$ cat config.mk
export PLATFORM = sky130hd
export DESIGN_NAME = hte_front
export DESIGN_NICKNAME = d
export VERILOG_FILES = /design/src/hw/rtl/hte_pkg.sv /design/src/hw/rtl/hte_front.sv
export SDC_FILE = /design/constraint.sdc
export NUM_CORES = 1
export LEC_CHECK = 0
export ABC_AREA = 1
export ABC_CLOCK_PERIOD_IN_PS = 9050
export BUFFER_PORTS_ARGS = -buffer_cell sky130_fd_sc_hd__buf_4
export CORE_MARGIN = 5
export CORE_UTILIZATION = 30
export CTS_BUF_LIST = sky130_fd_sc_hd__clkbuf_8 sky130_fd_sc_hd__clkbuf_16
export CTS_CLUSTER_DIAMETER = 200
export DETAILED_ROUTE_END_ITERATION = 7
export PLACE_DENSITY_LB_ADDON = 0.15
export SLEW_MARGIN = 0
export SYNTH_ARGS = -nofsm -noshare
export SYNTH_HDL_FRONTEND = slang
export SYNTH_SLANG_ARGS = --single-unit
$ cat constraint.sdc
create_clock -name clk -period 9.05 [get_ports clk]
set_input_delay 0.4525 -clock clk [delete_from_list [all_inputs] [get_ports clk]]
set_output_delay 0.4525 -clock clk [all_outputs]
set_load 0.03 [all_outputs]
$ cat src/hw/rtl/hte_pkg.sv
// ----------------------------------------------------------------------------
// hte_pkg
// Request codes and the classified item type shared by the front and back
// halves of the transform engine.
// ----------------------------------------------------------------------------
`default_nettype none

package hte_pkg;

  localparam logic [2:0] REQ_LOAD      = 3'd0;
  localparam logic [2:0] REQ_APPEND    = 3'd1;
  localparam logic [2:0] REQ_HOMOG     = 3'd2;
  localparam logic [2:0] REQ_POSITION  = 3'd3;
  localparam logic [2:0] REQ_VECTOR    = 3'd4;
  localparam logic [2:0] REQ_TRANSPOSE = 3'd5;
  localparam logic [2:0] REQ_INVERSE   = 3'd6;
  localparam logic [2:0] REQ_UNUSED    = 3'd7;

  localparam int unsigned WORD_W = 32;

  typedef logic [WORD_W-1:0] word_t;

  typedef struct packed {
    logic [2:0]       kind;
    logic [1:0]       col;
    logic [3:0][31:0] vec;
  } hte_item_t;

endpackage

`default_nettype wire

$ cat src/hw/rtl/hte_front.sv
// ----------------------------------------------------------------------------
// hte_front
// Accepts request beats, fills in w for position and vector requests, drops
// the unused code and queues items in a two-entry FIFO for the back end.
// ----------------------------------------------------------------------------
`default_nettype none

module hte_front #(
  parameter int FRAC_BITS = 16
) (
  input  wire logic              clk,
  input  wire logic              rst_n,
  input  wire logic              in_valid,
  output      logic              in_ready,
  input  wire logic [2:0]        in_req_type,
  input  wire logic [1:0]        in_column_index,
  input  wire logic signed [31:0] in_x,
  input  wire logic signed [31:0] in_y,
  input  wire logic signed [31:0] in_z,
  input  wire logic signed [31:0] in_w,
  output      logic              q_valid,
  output      hte_pkg::hte_item_t q_item,
  input  wire logic              q_pop
);

  hte_pkg::hte_item_t fifo_r [2];
  logic       wr_ptr_r, wr_ptr_nxt;
  logic       rd_ptr_r, rd_ptr_nxt;
  logic [1:0] cnt_r, cnt_nxt;
  logic       push;
  hte_pkg::hte_item_t cls;

  always_comb begin
    cls.kind   = in_req_type;
    cls.col    = in_column_index;
    cls.vec[0] = in_x;
    cls.vec[1] = in_y;
    cls.vec[2] = in_z;
    cls.vec[3] = in_w;
    if (in_req_type == hte_pkg::REQ_POSITION) begin
      cls.vec[3] = 32'(64'd1 << FRAC_BITS);
    end else if (in_req_type == hte_pkg::REQ_VECTOR) begin
      cls.vec[3] = '0;
    end
  end

  assign in_ready = (cnt_r != 2'd2);
  // unused code: take the beat, queue nothing
  assign push     = in_valid && in_ready && (in_req_type != hte_pkg::REQ_UNUSED);
  assign q_valid  = (cnt_r != 2'd0);
  assign q_item   = fifo_r[rd_ptr_r];

  always_comb begin
    wr_ptr_nxt = push ? ~wr_ptr_r : wr_ptr_r;
    rd_ptr_nxt = q_pop ? ~rd_ptr_r : rd_ptr_r;
    cnt_nxt    = 2'(cnt_r + {1'b0, push} - {1'b0, q_pop});
  end

  always_ff @(posedge clk) begin
    if (!rst_n) begin
      wr_ptr_r <= 1'b0;
      rd_ptr_r <= 1'b0;
      cnt_r    <= 2'd0;
    end else begin
      wr_ptr_r <= wr_ptr_nxt;
      rd_ptr_r <= rd_ptr_nxt;
      cnt_r    <= cnt_nxt;
    end
  end

  always_ff @(posedge clk) begin
    if (push) begin
      fifo_r[wr_ptr_r] <= cls;
    end
  end

endmodule

`default_nettype wire

==> flow_metrics.tcl <==
set metrics [dict create \
    clk_path_buf_depth 3 \
    placed_cell_area_sq_um 12930 \
    place.gp.congestion 0.7032 \
    synth_area_sq_um 10410 \
    worst_pin_slew_ps 1114 \
    worstPathRequired_ps 8600 \
    leakagePower_nw 5.328 \
    detail-route-antenna-nets 0 \
    die_h_um 196.3 \
    postSynthAreaPerCell_sq_um 21.16 \
    yosys_warnings 0 \
    slew_viol_final 0 \
    place_hpwl_um 15290 \
    final_cells 1257 \
    max-slew-margin-rel_pct 25.76 \
    synth-main-ff-cell "edfxtp_1" \
    setup_viol 0 \
    grt_max_degree 78 \
    first_iter_violations 187 \
    area_growth_pct 34.29 \
    post-route-util_pct 40.68 \
    postLayoutCellArea_sq_um 13980 \
    reg2reg_depth 5 \
    period_share_pct 33.39 \
    async_reset_ff_share_pct 0 \
    pwr_density_cell_nw_per_um2 242.8 \
    yosysMostFrequentCell "edfxtp_1" \
    worstReg2RegStart "cnt_r[0]" \
    setup_ws_ps 6028 \
    p_total_mw 3.395 \
    rsz0062_at_grt "false" \
    arrival_ps 2570 \
    hold_depth 1 \
    synth_top_area_share_pct 76.71 \
    dieArea_sq_um 38530 \
    r2r_slack_ps 6460 \
    dp_slack_ps 6222 \
    ys_top_cells_by_count "266 x edfxtp_1, 70 x mux2_4, 63 x mux2_2, 31 x nor3b_1, 12 x buf_2" \
    portBuffers 271 \
    crit_family "buffers and inverters" \
    synth.area.top_cells "edfxtp_1 77%, mux2_4 10%, mux2_2 6.8%, nor3b_1 2.2%, buf_6 0.97%" \
    holdWs_ps 91.43 \
    clkSlewWorstSetupHoldPaths_ps 60 \
    crit_buf_inv 2 \
    synth_nets 631 \
    ys_ff_latch 271 \
    numCtsBuffers 29 \
    rows 68 \
    wl_per_cell_um 18.12 \
    hold_start "in_y[0]" \
    clock_sinks 271 \
    drive_above_1_share_pct 57.86 \
    slowest_delay_ps 790 \
    track_usage_pct 11.18 \
    avgViaCountPerCell 4.281 \
    netlist_instances 492 \
    cp_cell_sequence "buf_4, mux2_2, buf_4" \
    hp-class "input pin to flop" \
    grt_pass1_wl_um 34240 \
    layout.nets 919 \
    root_buffer "clkbuf_16" \
    reg2reg_to "fifo_r[1][124]" \
    grt_remaining_overflow 0 \
    max_freq_mhz 330.9 \
    placed_cells 1204 \
    finalHoldViolCount 0 \
    ir_drop_uv 159.8 \
    finalCriticalPeriod_ps 3022 \
    io_pins 272 \
    antenna_found_initial 0 \
    worstPathMaxFanout 67 \
    drc_errors 0 \
    fp.coreArea_sq_um 34370 \
    die_w_um 196.3 \
    num_antenna_cells 0 \
    holdPathEnd "fifo_r[0][32]" \
    synth.distinct_cells 17 \
    worst_skew_pair.late_latency_ps 540 \
    fin_setup_tns_ps 0 \
    cp_slowest_cell "buf_4" \
    cts_setup_buffers 0 \
    yosysTopAreaCell "edfxtp_1" \
    crit_type "flop to output port" \
    first_global_vias 6016 \
    cts_resized 0 \
    dr.pass1.iters 4 \
    vias 5381 \
    seq_area_frac_synth_pct 77.67 \
    initial_core_util_pct 30.29 \
    synth_edf_count 266 \
    hold_buffers 0 \
    totalWireLength_um 22780 \
    finalClockSkew_ps 22.22 \
    cp_common_cell "buf_4" \
    cap_violations 0 \
    cp-start-kind "flop" \
    outcome "completed" \
    crit_path_end_kind "output port" \
    h-tree-depth 1 \
    tritoncts "done" \
]
-- cell families (layout without fill, tap and decap cells) --
group,after synthesis,after routing,share of synthesized area (%)
buf+inv,29,339,1.839
xor+xnor,1,1,0.08413
mux,133,133,16.91
compound gates,1,1,0.06012
flops,271,271,77.67
fa+ha+maj,2,2,0.2403
simple gates,55,55,3.196
-- layout make-up --
class                      count  area [sq um]
fill                        3187         20390
sequential                   271          8092
multi-input combinational    192          2150
timing repair buffer         278          2087
clock buffer                  30         739.5
tap                          455         569.3
clock inverter                23         311.5
inverter                       8         35.03
-- routing by layer --
| metal | GRT usage, % | vias up | wire [um] |
|---|---|---|---|
| li1 | - | 2507 | - |
| met1 | 13.12 | 2654 | 8795 |
| met2 | 19.52 | 181 | 11570 |
| met3 | 3.950 | 39 | 1859 |
| met4 | 3.051 | 0 | 561 |
| met5 | 0 | - | 0 |
-- report_power, final --
group,total [mW],switching (mW),internal [mW]
clock,1.28,0.466,0.816
sequential,1.54,0.0265,1.51
combinational,0.573,0.337,0.236
-- layout by cell type (no fill, tap or decap), types with 2 or more instances in the layout --
cell type	count
buf_4	278
bufinv_16	8
clkbuf_16	29
clkinv_1	4
clkinv_2	8
dfxtp_1	4
edfxtp_1	266
ha_1	2
inv_1	8
inv_6	2
mux2_2	63
mux2_4	70
nand2_1	10
nor2_1	9
nor3b_1	31
-- worst reg2reg max path, cell delays in order, from the launching register on --
cell	delay, ps
dfxtp_1	340
inv_1	60
nand2_1	100
nand4_1	210
inv_6	500
buf_4	890
-- flip-flops by register name, summed over array words and instances, names as in the netlist, named ones only --
name / flops
rd_ptr_r: 1
fifo_r: 266
cnt_r: 2
wr_ptr_r: 1
-- how the worst max path moves through the flow --
stage	cells after the start	endpoint
floorplan	6	fifo_r[0][0]
global placement	5	fifo_r[1][40]
detailed placement	5	fifo_r[1][36]
CTS	3	q_item[18]
global route	3	q_item[18]
finish	3	q_item[61]
Note: power is estimated with default switching activity, not from simulation.
